[config.mk]
export PLATFORM = sky130hd
export DESIGN_NAME = countdown_ms_to_segment_digits
export DESIGN_NICKNAME = d
export VERILOG_FILES = /design/src/design/cdsd_pkg.sv /design/src/design/cdsd_split.sv /design/src/design/cdsd_serial.sv /design/src/design/countdown_ms_to_segment_digits.sv
export SDC_FILE = /design/constraint.sdc
export NUM_CORES = 2
export LEC_CHECK = 0
export BUFFER_PORTS_ARGS = -buffer_cell sky130_fd_sc_hd__buf_2
export CORE_MARGIN = 2
export CORE_UTILIZATION = 51
export CTS_BUF_LIST = sky130_fd_sc_hd__clkbuf_4 sky130_fd_sc_hd__clkbuf_8 sky130_fd_sc_hd__clkbuf_16
export CTS_CLUSTER_DIAMETER = 80
export DETAILED_ROUTE_END_ITERATION = 10
export PLACE_DENSITY_LB_ADDON = 0.15
export SLEW_MARGIN = 5
export SYNTH_ARGS = -nofsm -noshare
export SYNTH_HDL_FRONTEND = slang
export SYNTH_SLANG_ARGS = --single-unit
[constraint.sdc]
create_clock -name i_clk -period 13.2 [get_ports i_clk]
set_clock_uncertainty 0.05 [all_clocks]
set_input_delay 0.66 -clock i_clk [delete_from_list [all_inputs] [get_ports i_clk]]
set_output_delay 0.66 -clock i_clk [all_outputs]
set_load 0.03 [all_outputs]
[src/design/cdsd_pkg.sv]
// shared types, constants and helper functions for the countdown segment display encoder
// no dependencies; used by cdsd_split, cdsd_serial and the top level
package cdsd_pkg;

    localparam int unsigned NUM_DIG = 9;

    // digit slots of the mixed-radix number, least significant first
    localparam int unsigned D_C0 = 0;
    localparam int unsigned D_C1 = 1;
    localparam int unsigned D_S0 = 2;
    localparam int unsigned D_S1 = 3;
    localparam int unsigned D_M0 = 4;
    localparam int unsigned D_M1 = 5;
    localparam int unsigned D_H0 = 6;
    localparam int unsigned D_H1 = 7;
    localparam int unsigned D_H2 = 8;

    localparam logic [31:0] MS_10S  = 32'd10000;
    localparam logic [31:0] MS_1MIN = 32'd60000;
    localparam logic [31:0] MS_10MIN = 32'd600000;
    localparam logic [31:0] MS_1H   = 32'd3600000;
    localparam logic [31:0] MS_10H  = 32'd36000000;

    localparam logic [21:0] MS_PER_HOUR = 22'd3600000;
    localparam logic [15:0] MS_PER_MIN  = 16'd60000;
    localparam logic [9:0]  MS_PER_SEC  = 10'd1000;

    // floor(2^k / divisor) reciprocals; quotient is exact or one low
    localparam logic [10:0] RECIP_HOUR = 11'd1193;
    localparam logic [6:0]  RECIP_MIN  = 7'd69;
    localparam logic [6:0]  RECIP_SEC  = 7'd65;
    // exact reciprocals for small operands
    localparam logic [7:0]  RECIP_TEN     = 8'd205;
    localparam logic [5:0]  RECIP_HUNDRED = 6'd41;

    typedef logic [3:0] t_digit;

    typedef struct packed {
        logic [31:0]               mag;
        logic [2:0]                shift;
        logic [9:0]                hours;
        logic [22:0]               rem;
        logic [5:0]                mins;
        logic [5:0]                secs;
        logic [6:0]                centis;
        logic [6:0]                hrem;
        t_digit [NUM_DIG-1:0]      digits;
    } t_work;

    typedef struct packed {
        t_digit [NUM_DIG-1:0]      digits;
        logic [2:0]                shift;
    } t_item;

    function automatic logic [13:0] seg_code(input t_digit d);
        logic [13:0] s;
        case (d)
            4'd0:    s = 14'b00111111111111;
            4'd1:    s = 14'b00000011110000;
            4'd2:    s = 14'b11111100111100;
            4'd3:    s = 14'b10001111111100;
            4'd4:    s = 14'b11000011110011;
            4'd5:    s = 14'b11001111001111;
            4'd6:    s = 14'b11111111001111;
            4'd7:    s = 14'b00000011111100;
            4'd8:    s = 14'b11111111111111;
            4'd9:    s = 14'b11000111111111;
            default: s = '0;
        endcase
        return s;
    endfunction

    function automatic logic [2:0] range_shift(input logic [31:0] mag);
        logic [2:0] s;
        if (mag < MS_10S) begin
            s = 3'd0;
        end else if (mag < MS_1MIN) begin
            s = 3'd1;
        end else if (mag < MS_10MIN) begin
            s = 3'd2;
        end else if (mag < MS_1H) begin
            s = 3'd3;
        end else if (mag < MS_10H) begin
            s = 3'd4;
        end else begin
            s = 3'd5;
        end
        return s;
    endfunction

endpackage

[src/design/cdsd_split.sv]
// eleven-stage pipeline: magnitude, range shift, hours/minutes/seconds/centiseconds split
// and decimal digit extraction; depends on cdsd_pkg
module cdsd_split (
    input  logic                 i_clk,
    input  logic                 i_rst_n,
    input  logic                 i_start,
    output logic                 o_busy,
    input  logic signed [31:0]   i_ms_value,
    output logic                 o_valid,
    output cdsd_pkg::t_item      o_item,
    input  logic                 i_ready
);

    localparam int unsigned NST = 11;

    cdsd_pkg::t_work r_st [1:NST];
    cdsd_pkg::t_work n_st [1:NST];
    logic [NST:1]    r_vld;
    logic            w_adv;
    logic [31:0]     w_raw;

    logic [42:0] w_p_hour;
    logic [31:0] w_p_hd;
    logic [31:0] w_h_diff;
    logic [28:0] w_p_min;
    logic [21:0] w_p_md;
    logic [21:0] w_m_diff;
    logic [22:0] w_p_sec;
    logic [15:0] w_p_sd;
    logic [15:0] w_s_diff;
    logic [17:0] w_p_cs;
    logic [15:0] w_p_h2;
    logic [13:0] w_p_m1;
    logic [13:0] w_p_s1;
    logic [14:0] w_p_c1;
    logic [14:0] w_p_h1;
    logic [9:0]  w_hrem;
    logic [5:0]  w_m0;
    logic [5:0]  w_s0;
    logic [6:0]  w_c0;
    logic [6:0]  w_h0;

    assign w_adv  = i_ready || !r_vld[NST];
    assign o_busy = !w_adv;
    assign o_valid = r_vld[NST];
    assign o_item.digits = r_st[NST].digits;
    assign o_item.shift  = r_st[NST].shift;
    assign w_raw = i_ms_value;

    assign w_p_hour = 43'(r_st[1].mag) * 43'(cdsd_pkg::RECIP_HOUR);
    assign w_p_hd   = 32'(r_st[2].hours) * 32'(cdsd_pkg::MS_PER_HOUR);
    assign w_h_diff = r_st[2].mag - w_p_hd;
    assign w_p_min  = 29'(r_st[3].rem[21:0]) * 29'(cdsd_pkg::RECIP_MIN);
    assign w_p_md   = 22'(r_st[4].mins) * 22'(cdsd_pkg::MS_PER_MIN);
    assign w_m_diff = r_st[4].rem[21:0] - w_p_md;
    assign w_p_sec  = 23'(r_st[5].rem[15:0]) * 23'(cdsd_pkg::RECIP_SEC);
    assign w_p_sd   = 16'(r_st[6].secs) * 16'(cdsd_pkg::MS_PER_SEC);
    assign w_s_diff = r_st[6].rem[15:0] - w_p_sd;
    assign w_p_cs   = 18'(r_st[7].rem[9:0]) * 18'(cdsd_pkg::RECIP_TEN);
    assign w_p_h2   = 16'(r_st[7].hours) * 16'(cdsd_pkg::RECIP_HUNDRED);
    assign w_p_m1   = 14'(r_st[7].mins) * 14'(cdsd_pkg::RECIP_TEN);
    assign w_p_s1   = 14'(r_st[7].secs) * 14'(cdsd_pkg::RECIP_TEN);
    assign w_hrem   = r_st[8].hours - 10'(r_st[8].digits[cdsd_pkg::D_H2]) * 10'd100;
    assign w_m0     = r_st[8].mins - 6'(r_st[8].digits[cdsd_pkg::D_M1]) * 6'd10;
    assign w_s0     = r_st[8].secs - 6'(r_st[8].digits[cdsd_pkg::D_S1]) * 6'd10;
    assign w_p_c1   = 15'(r_st[8].centis) * 15'(cdsd_pkg::RECIP_TEN);
    assign w_p_h1   = 15'(r_st[9].hrem) * 15'(cdsd_pkg::RECIP_TEN);
    assign w_c0     = r_st[9].centis - 7'(r_st[9].digits[cdsd_pkg::D_C1]) * 7'd10;
    assign w_h0     = r_st[10].hrem - 7'(r_st[10].digits[cdsd_pkg::D_H1]) * 7'd10;

    always_comb begin
        // magnitude
        n_st[1] = '0;
        n_st[1].mag = w_raw[31] ? (32'd0 - w_raw) : w_raw;

        // range shift and hour estimate
        n_st[2] = r_st[1];
        n_st[2].shift = cdsd_pkg::range_shift(r_st[1].mag);
        n_st[2].hours = w_p_hour[41:32];

        // hour correction and remainder
        n_st[3] = r_st[2];
        if (w_h_diff >= 32'(cdsd_pkg::MS_PER_HOUR)) begin
            n_st[3].hours = r_st[2].hours + 10'd1;
            n_st[3].rem   = 23'(w_h_diff - 32'(cdsd_pkg::MS_PER_HOUR));
        end else begin
            n_st[3].rem   = 23'(w_h_diff);
        end

        // minute estimate
        n_st[4] = r_st[3];
        n_st[4].mins = w_p_min[27:22];

        // minute correction
        n_st[5] = r_st[4];
        if (w_m_diff >= 22'(cdsd_pkg::MS_PER_MIN)) begin
            n_st[5].mins = r_st[4].mins + 6'd1;
            n_st[5].rem  = 23'(w_m_diff - 22'(cdsd_pkg::MS_PER_MIN));
        end else begin
            n_st[5].rem  = 23'(w_m_diff);
        end

        // second estimate
        n_st[6] = r_st[5];
        n_st[6].secs = w_p_sec[21:16];

        // second correction
        n_st[7] = r_st[6];
        if (w_s_diff >= 16'(cdsd_pkg::MS_PER_SEC)) begin
            n_st[7].secs = r_st[6].secs + 6'd1;
            n_st[7].rem  = 23'(w_s_diff - 16'(cdsd_pkg::MS_PER_SEC));
        end else begin
            n_st[7].rem  = 23'(w_s_diff);
        end

        // centiseconds, hours hundreds digit and tens digits
        n_st[8] = r_st[7];
        n_st[8].centis = w_p_cs[17:11];
        n_st[8].digits[cdsd_pkg::D_H2] = w_p_h2[15:12];
        n_st[8].digits[cdsd_pkg::D_M1] = 4'(w_p_m1[13:11]);
        n_st[8].digits[cdsd_pkg::D_S1] = 4'(w_p_s1[13:11]);

        // hours remainder, minute and second units digits and centisecond tens digit
        n_st[9] = r_st[8];
        n_st[9].hrem = w_hrem[6:0];
        n_st[9].digits[cdsd_pkg::D_M0] = w_m0[3:0];
        n_st[9].digits[cdsd_pkg::D_S0] = w_s0[3:0];
        n_st[9].digits[cdsd_pkg::D_C1] = w_p_c1[14:11];

        n_st[10] = r_st[9];
        n_st[10].digits[cdsd_pkg::D_H1] = w_p_h1[14:11];
        n_st[10].digits[cdsd_pkg::D_C0] = w_c0[3:0];

        n_st[11] = r_st[10];
        n_st[11].digits[cdsd_pkg::D_H0] = w_h0[3:0];
    end

    always_ff @(posedge i_clk) begin
        if (!i_rst_n) begin
            r_vld <= '0;
        end else if (w_adv) begin
            r_vld <= {r_vld[NST-1:1], i_start};
        end
        if (w_adv) begin
            for (int k = 1; k <= NST; k++) begin
                r_st[k] <= n_st[k];
            end
        end
    end

endmodule

[src/design/cdsd_serial.sv]
// digit serialiser: walks the display positions of one transaction, one result a cycle,
// with registered result ports; depends on cdsd_pkg
module cdsd_serial #(
    parameter int DIGITS = 4
) (
    input  logic                 i_clk,
    input  logic                 i_rst_n,
    input  logic                 i_valid,
    input  cdsd_pkg::t_item      i_item,
    output logic                 o_ready,
    output logic                 o_strobe,
    output logic [2:0]           o_digit_position,
    output logic [13:0]          o_segment_pattern,
    output logic [1:0]           o_colour_class,
    output logic                 o_last_digit
);

    localparam int unsigned NDIG = (DIGITS < 1) ? 1 : ((DIGITS > 8) ? 8 : DIGITS);
    localparam logic [2:0] LAST_POS = 3'(NDIG - 1);

    logic              r_active;
    logic [2:0]        r_pos;
    cdsd_pkg::t_item   r_item;
    logic              r_strobe;
    logic [2:0]        r_out_pos;
    logic [13:0]       r_out_seg;
    logic [1:0]        r_out_colour;
    logic              r_out_last;

    logic              w_free;
    logic              w_load;
    logic [3:0]        w_idx;
    logic [2:0]        w_half;
    cdsd_pkg::t_digit  w_digit;
    logic [1:0]        w_colour;

    assign w_free  = !r_active || (r_pos == LAST_POS);
    assign w_load  = i_valid && w_free;
    assign o_ready = w_free;

    assign w_idx    = 4'(LAST_POS - r_pos) + 4'(r_item.shift);
    assign w_digit  = (w_idx < 4'(cdsd_pkg::NUM_DIG)) ? r_item.digits[w_idx] : '0;
    assign w_half   = w_idx[3:1];
    assign w_colour = (w_half > 3'd3) ? 2'd3 : w_half[1:0];

    always_ff @(posedge i_clk) begin
        if (!i_rst_n) begin
            r_active <= 1'b0;
            r_pos    <= '0;
            r_strobe <= 1'b0;
        end else begin
            r_strobe <= r_active;
            if (w_load) begin
                r_active <= 1'b1;
                r_pos    <= '0;
            end else if (r_active && (r_pos == LAST_POS)) begin
                r_active <= 1'b0;
            end else if (r_active) begin
                r_pos <= r_pos + 3'd1;
            end
        end
        if (w_load) begin
            r_item <= i_item;
        end
        if (r_active) begin
            r_out_pos    <= r_pos;
            r_out_seg    <= cdsd_pkg::seg_code(w_digit);
            r_out_colour <= w_colour;
            r_out_last   <= (r_pos == LAST_POS);
        end
    end

    assign o_strobe          = r_strobe;
    assign o_digit_position  = r_out_pos;
    assign o_segment_pattern = r_out_seg;
    assign o_colour_class    = r_out_colour;
    assign o_last_digit      = r_out_last;

endmodule

[src/design/countdown_ms_to_segment_digits.sv]
// top level of the countdown display encoder: digit split pipeline and serialiser
// depends on cdsd_pkg, cdsd_split and cdsd_serial
//
// usage
//   a transaction is taken on the rising edge where start is high and busy is low;
//   i_ms_value is a signed millisecond count, only its magnitude is used
//   each transaction yields DIGITS results (clamped to 1..8), leftmost position first,
//   one per cycle on consecutive cycles, each marked by o_strobe for one cycle;
//   o_last_digit flags the rightmost position
//   the accepting edge fills stage one; a transaction then passes ten more stages,
//   the serialiser load and the result register before its first result is shown
//   throughput: the serialiser emits one position a cycle and takes the next
//   transaction while emitting the last position; start may be held high and is taken
//   whenever busy is low, so back-to-back transactions give gapless bursts
//   busy rises when a finished transaction waits at the pipeline end for
//   the serialiser; the whole pipeline then holds and nothing is dropped
//   the receiver cannot stall: results are shown exactly once, for one cycle
//   reset (synchronous, active low) empties the pipeline and the serialiser;
//   no result is shown until a new transaction has gone through
module countdown_ms_to_segment_digits #(
    parameter int DIGITS = 4
) (
    input  logic                 i_clk,
    input  logic                 i_rst_n,
    input  logic                 start,
    output logic                 busy,
    input  logic signed [31:0]   i_ms_value,
    output logic                 o_strobe,
    output logic [2:0]           o_digit_position,
    output logic [13:0]          o_segment_pattern,
    output logic [1:0]           o_colour_class,
    output logic                 o_last_digit
);

    logic              w_valid;
    logic              w_ready;
    cdsd_pkg::t_item   w_item;

    cdsd_split u_split (
        .i_clk      (i_clk),
        .i_rst_n    (i_rst_n),
        .i_start    (start),
        .o_busy     (busy),
        .i_ms_value (i_ms_value),
        .o_valid    (w_valid),
        .o_item     (w_item),
        .i_ready    (w_ready)
    );

    cdsd_serial #(
        .DIGITS (DIGITS)
    ) u_serial (
        .i_clk             (i_clk),
        .i_rst_n           (i_rst_n),
        .i_valid           (w_valid),
        .i_item            (w_item),
        .o_ready           (w_ready),
        .o_strobe          (o_strobe),
        .o_digit_position  (o_digit_position),
        .o_segment_pattern (o_segment_pattern),
        .o_colour_class    (o_colour_class),
        .o_last_digit      (o_last_digit)
    );

    a_pos_step: assert property (@(posedge i_clk) disable iff (!i_rst_n)
        o_strobe && !o_last_digit |=>
            o_strobe && (o_digit_position == $past(o_digit_position) + 3'd1))
        else $error("burst broken or position skipped");

    a_colour_order: assert property (@(posedge i_clk) disable iff (!i_rst_n)
        o_strobe && !o_last_digit |=> o_colour_class <= $past(o_colour_class))
        else $error("colour class rises towards the right");

    a_burst_start: assert property (@(posedge i_clk) disable iff (!i_rst_n)
        o_strobe && (o_digit_position == 3'd0) |->
            !$past(o_strobe) || $past(o_last_digit))
        else $error("new burst began before the previous one ended");

endmodule
Yosys cells after proc, flatten, opt, wreduce, memory -nomap -nowiden

Memories as Yosys holds them, arrays and structs flattened. A register that Yosys moved wholly into a read port is not among the register bits.
Index checks and enable logic that the tools add are counted.

$add $sub $neg: 18
$mul: 17
$lt $le $gt $ge: 11
Equality and inequality tests: 1
Mux-type cells: 19
Bitwise operators: 2
Reductions and logical operators: 10

Operators by type and width:

| operator                                              | number |
|---|---|
| 2-to-1 mux 23 bit                                     | 3 |
| multiplier 32 x 11 -> 42 bit, second input constant   | 1 |
| >= comparator 32 x 22 -> 1 bit, second input constant | 1 |
| < comparator 32 x 14 -> 1 bit, second input constant  | 1 |
| < comparator 32 x 16 -> 1 bit, second input constant  | 1 |
| < comparator 32 x 20 -> 1 bit, second input constant  | 1 |
| < comparator 32 x 22 -> 1 bit, second input constant  | 1 |
| < comparator 32 x 26 -> 1 bit, second input constant  | 1 |
| 2-to-1 mux 32 bit                                     | 1 |
| subtractor 1 x 32 -> 32 bit, first input constant     | 1 |
| subtractor 32 bit                                     | 1 |
| multiplier 7 x 8 -> 15 bit, second input constant     | 2 |
| multiplier 22 x 7 -> 28 bit, second input constant    | 1 |
| multiplier 6 x 8 -> 14 bit, second input constant     | 2 |
| multiplier 10 x 15 -> 25 bit, second input constant   | 1 |
| subtractor 22 x 16 -> 23 bit, second input constant   | 1 |
| subtractor 23 x 22 -> 23 bit, second input constant   | 1 |
| >= comparator 22 x 16 -> 1 bit, second input constant | 1 |
| multiplier 16 x 7 -> 22 bit, second input constant    | 1 |
| subtractor 22 bit                                     | 1 |
| multiplier 10 x 8 -> 18 bit, second input constant    | 1 |
| multiplier 6 x 11 -> 17 bit, second input constant    | 1 |
| subtractor 16 x 10 -> 17 bit, second input constant   | 1 |
| binary-select mux 4 bit (select 4 bit)                | 1 |
| other kinds (29)                                      | 50 |

Bits in registers: 22
Memory bits (writable): 1430
ROM bits: 224
Input bits: 35
Output and inout port bits: 22
Word-level logic and storage cells: 87
Memories: 2

Memory list:

| name             | words | bits a word | rd ports | clocked after Yosys merged registers in | write ports | RTL line         | text |
|---|---|---|---|---|---|---|---|
| u_split.r_st     | 11    | 130         | 11       | 1                                       | 11          | cdsd_split.sv:16 | `cdsd_pkg::t_work r_st [1:NST];` |
| (name not given) | 16    | 14          | 1        | 1                                       | 0           | cdsd_pkg.sv:57   | `case (d)` |

Longest topological paths before layout

An unclocked memory read counts as a cell.

Depth after elaboration: 7
Depth in mapped cells: 32
Gate-level depth less buffers: 31

By module

Synthesis repeated with hierarchy kept, for this count alone.

Cells, all modules: 3136
Area, all modules: 37050.5 µm²

Modules (own cells, without submodules):

| module      | times used | cells each | area each (µm²) | sequential area each (µm²) |
|---|---|---|---|---|
| cdsd_split  | 1          | 2976       | 34495.6         | 12502.0 |
| cdsd_serial | 1          | 160        | 2555.0          | 1721.7 |

Least setup slack after synthesis

No wires, ideal clock.

Path type: register -> register
From: register u_serial.r_active
To: memory u_split.r_st[10][10] (netlist name) (enable)
Setup time: 0.935 ns
Arrival: 12.156 ns
Data required time: 12.215 ns
Slack: 0.059 ns
Stages on the path, launching flop included: 5
Buffers on the path: 2
Period minus slack after synthesis: 13.141 ns
Path through: dfxtp_1 > nor2b_1 > clkbuf_1 > nand2_1 > clkbuf_1

RTL lines:

| element                  | RTL line          | text |
|---|---|---|
| start: declaration       | cdsd_serial.sv:21 | `logic r_active;` |
| start signal: assignment | cdsd_serial.sv:48 | `r_active <= 1'b0;` |
| start signal: assignment | cdsd_serial.sv:54 | `r_active <= 1'b1;` |
| start signal: assignment | cdsd_serial.sv:57 | `r_active <= 1'b0;` |
| end: declaration         | cdsd_split.sv:16  |  |

==> reports/metrics.cfg <==
[outcome]
outcome = finished clean

[global_route]
grt_max_degree = 148
grt_pass1_vias = 23600
grt.total_usage_pct = 18.5
grt_pass1_wl_um = 112000
grt_overflow = 0
antenna_found_initial = 0

[yosys]
yosysUniqueCellTypes = 79
synth_top_area_share_pct = 37.8
yosys-top-cells-area = edfxtp_1 (38%), ha_1 (22%), fa_1 (13%)
ys_seq_area_share_pct = 38.7
syn_nets = 4013
yosys_register_bits = 477
synth_edf_count = 461
ys_warn_count = 0
ys.flop_type = edfxtp_1
synth_cells = 3091
synth.top_cells.by_count = ha_1 (655), inv_1 (600), edfxtp_1 (461)
async_flop_share_pct = 0
synth.avg_cell_area_sq_um = 11.8
yosys.area.top_type = edfxtp_1
syn_area_sq_mm = 0.0366
post-synth-top-count-cell = ha_1

[clock_network]
cts-htree-levels = 2
cts_tree = yes
cts-root-buf = clkbuf_16
cts_hold_buf = 0
numCtsBuffers = 52
clk_latency_ns = 0.62
postCtsSetupBuffers = 0
max-clock-path-buffers = 3
cts.sinks = 477
cts_resized = 0
cts.reportedPaths.clkPinSlew_ns = 0.06

[finish]
final_nets = 4105
drive_gt1_share_pct = 6.38
syn2layout_area_growth_pct = 9.02
antennaDiodeCount = 0
regArea_sq_mm = 0.0142
multi_input_area_sq_mm = 0.0201
fillers = 5897

[placed_design]
portBuffers = 56
routabilityCongestion = 0.878
dpl.hpwl_um = 51600

[floorplan]
core_sq_mm = 0.0712
rows = 98
die_area_sq_mm = 0.0739
die_y_um = 272
num_io_pins = 57
initial_utilization_pct = 51.4
fp.dieW_um = 272

[setup_path]
path_common_cell = fa_1
crit_arrival_ns = 8.38
crit_path_end_kind = flop
crit_type = flop to flop
critPathLaunchType = flop
cpMaxStageDelayCell = fa_1
required_ns = 13.51
crit_fanout = 22
max_stage_delay_ns = 0.59

[timing]
setup_viol = 0
fin_tns_setup_ns = 0
relSlewSlack_pct = 26.2
worstMarginPinSlew_ns = 1.11
hold_viol_final = 0
min_period_over_period_pct = 61.1
maxSlewViolCount = 0
clock.fmax_mhz = 124
layout_min_cycle_time_ns = 8.07
grt_setup_unrepaired = false

[routing]
vias_per_cell = 5.26
route.detailed.drc = 0
dr.pass1.iters = 4
routed_wl_um = 65200
vias = 22000
drt-initial-drc-count = 911
wl_per_cell_um = 15.6
ant_nets = 0

[hold_path]
hold_path.class = input pin to flop

[job]
cap_violations = 0

[metal layers]
metal	vias up	global-route usage, %	part of all wire (%)
met4	0	6.91	3.3
met3	128	2.49	2.9
met5	-	0	0
met2	305	34.4	52
li1	10900	-	-
met1	10700	21.6	42
[critical path: cells and delay by family, from the launching register on]
| family | cells | cell delay (ns) |
|---|---|---|
| XOR/XNOR | 1 | 0.18 |
| AND/OR/NAND/NOR | 7 | 1.61 |
| adder cells (fa/ha/maj) | 7 | 3.30 |
| AO/OA/AOI/OAI | 9 | 1.56 |
| buffers and inverters | 4 | 0.24 |
| flip-flops | 1 | 0.52 |
| multiplexers | 1 | 0.35 |
[cell usage in the layout, fill, tap and decap left out, types with 7 or more instances in the layout]
cell type  count
o211ai_1       7
ha_1         655
o21bai_1      21
nand2_1      102
nor4_1         7
a21boi_0      17
buf_2         56
a21o_1        58
fa_1         232
inv_1        600
xnor2_1      149
mux2i_1        9
nand4_1       10
a211oi_1      12
nand2b_1      27
or2_2         13
nand3_1       29
a31oi_1        9
nor2_1       106
nor2b_1       27
dfxtp_1       16
o21a_1        37
a21oi_1       96
xor2_1        61
and3_1        15
nor3_1        43
o31ai_1       15
o21ai_1       16
edfxtp_1     461
o21ai_0       82
clkbuf_16     52
clkinv_2       9
or3_1         17
and2_1         9
a31o_2        10
bufinv_16      9
[kinds of logic (layout without fill, tap and decap cells)]
group           count (synthesis)  count (layout)  share of synthesized area, %
fa+ha+maj                     887             887                          35.1
buf+inv                       624             760                          6.50
compound gates                446             446                          8.18
flops                         477             477                          38.7
xor+xnor                      212             212                          5.09
simple gates                  425             425                          5.69
mux                            20              20                         0.769
[area by class of cell]
cell class | instances | share of cell area [%]
repair buffers | 62 | 0.847
well taps | 950 | 2.98
multi-input cells | 1990 | 50.3
inverters | 600 | 5.64
flip-flops and latches | 477 | 35.5
clock inverters | 41 | 1.35
clock buffers | 57 | 3.35
[registers in the layout, summed over array words and instances (netlist names)]
name	cells
u_serial.o_colour_class	2
u_serial.o_strobe	1
u_serial.o_segment_pattern	9
u_serial.o_digit_position	3
u_serial.r_item	37
u_split.r_vld	11
u_serial.r_active	1
u_split.r_st	409
u_serial.o_last_digit	1
u_serial.r_pos	3
[metrics by stage]
step	cell area (sq um)	worst slack, ns	hold slack, ns	utilization [%]	instances
3_3_place_gp	38000	5.20	0.351	53.4	4079
3_5_place_dp	38000	5.16	0.355	53.4	4079
6_report	39900	5.13	0.221	56.0	4177
4_1_cts	39900	5.14	0.174	56.0	4177
5_1_grt	39900	4.60	0.192	56.0	4177
2_1_floorplan	36600	0.0590	0.350	-	3091
[path summary, 6_finish.rpt]
| check | startpoint | end | slack (ns) | cells after the start |
|---|---|---|---|---|
| setup / recovery | u_split.r_st[2][92] | u_split.r_st[3][86] | 5.13 | 29 |
| hold reg to reg | u_split.r_st[6][88] | u_split.r_st[7][88] | 0.36 | 0 |
| hold / removal | i_ms_value[0] | u_split.r_st[1][98] | 0.22 | 1 |
| setup reg to reg | u_split.r_st[2][92] | u_split.r_st[3][86] | 5.13 | 29 |
Power is not shown: default switching activity piles up to over one toggle a cycle in this logic, so the estimate is an artifact.
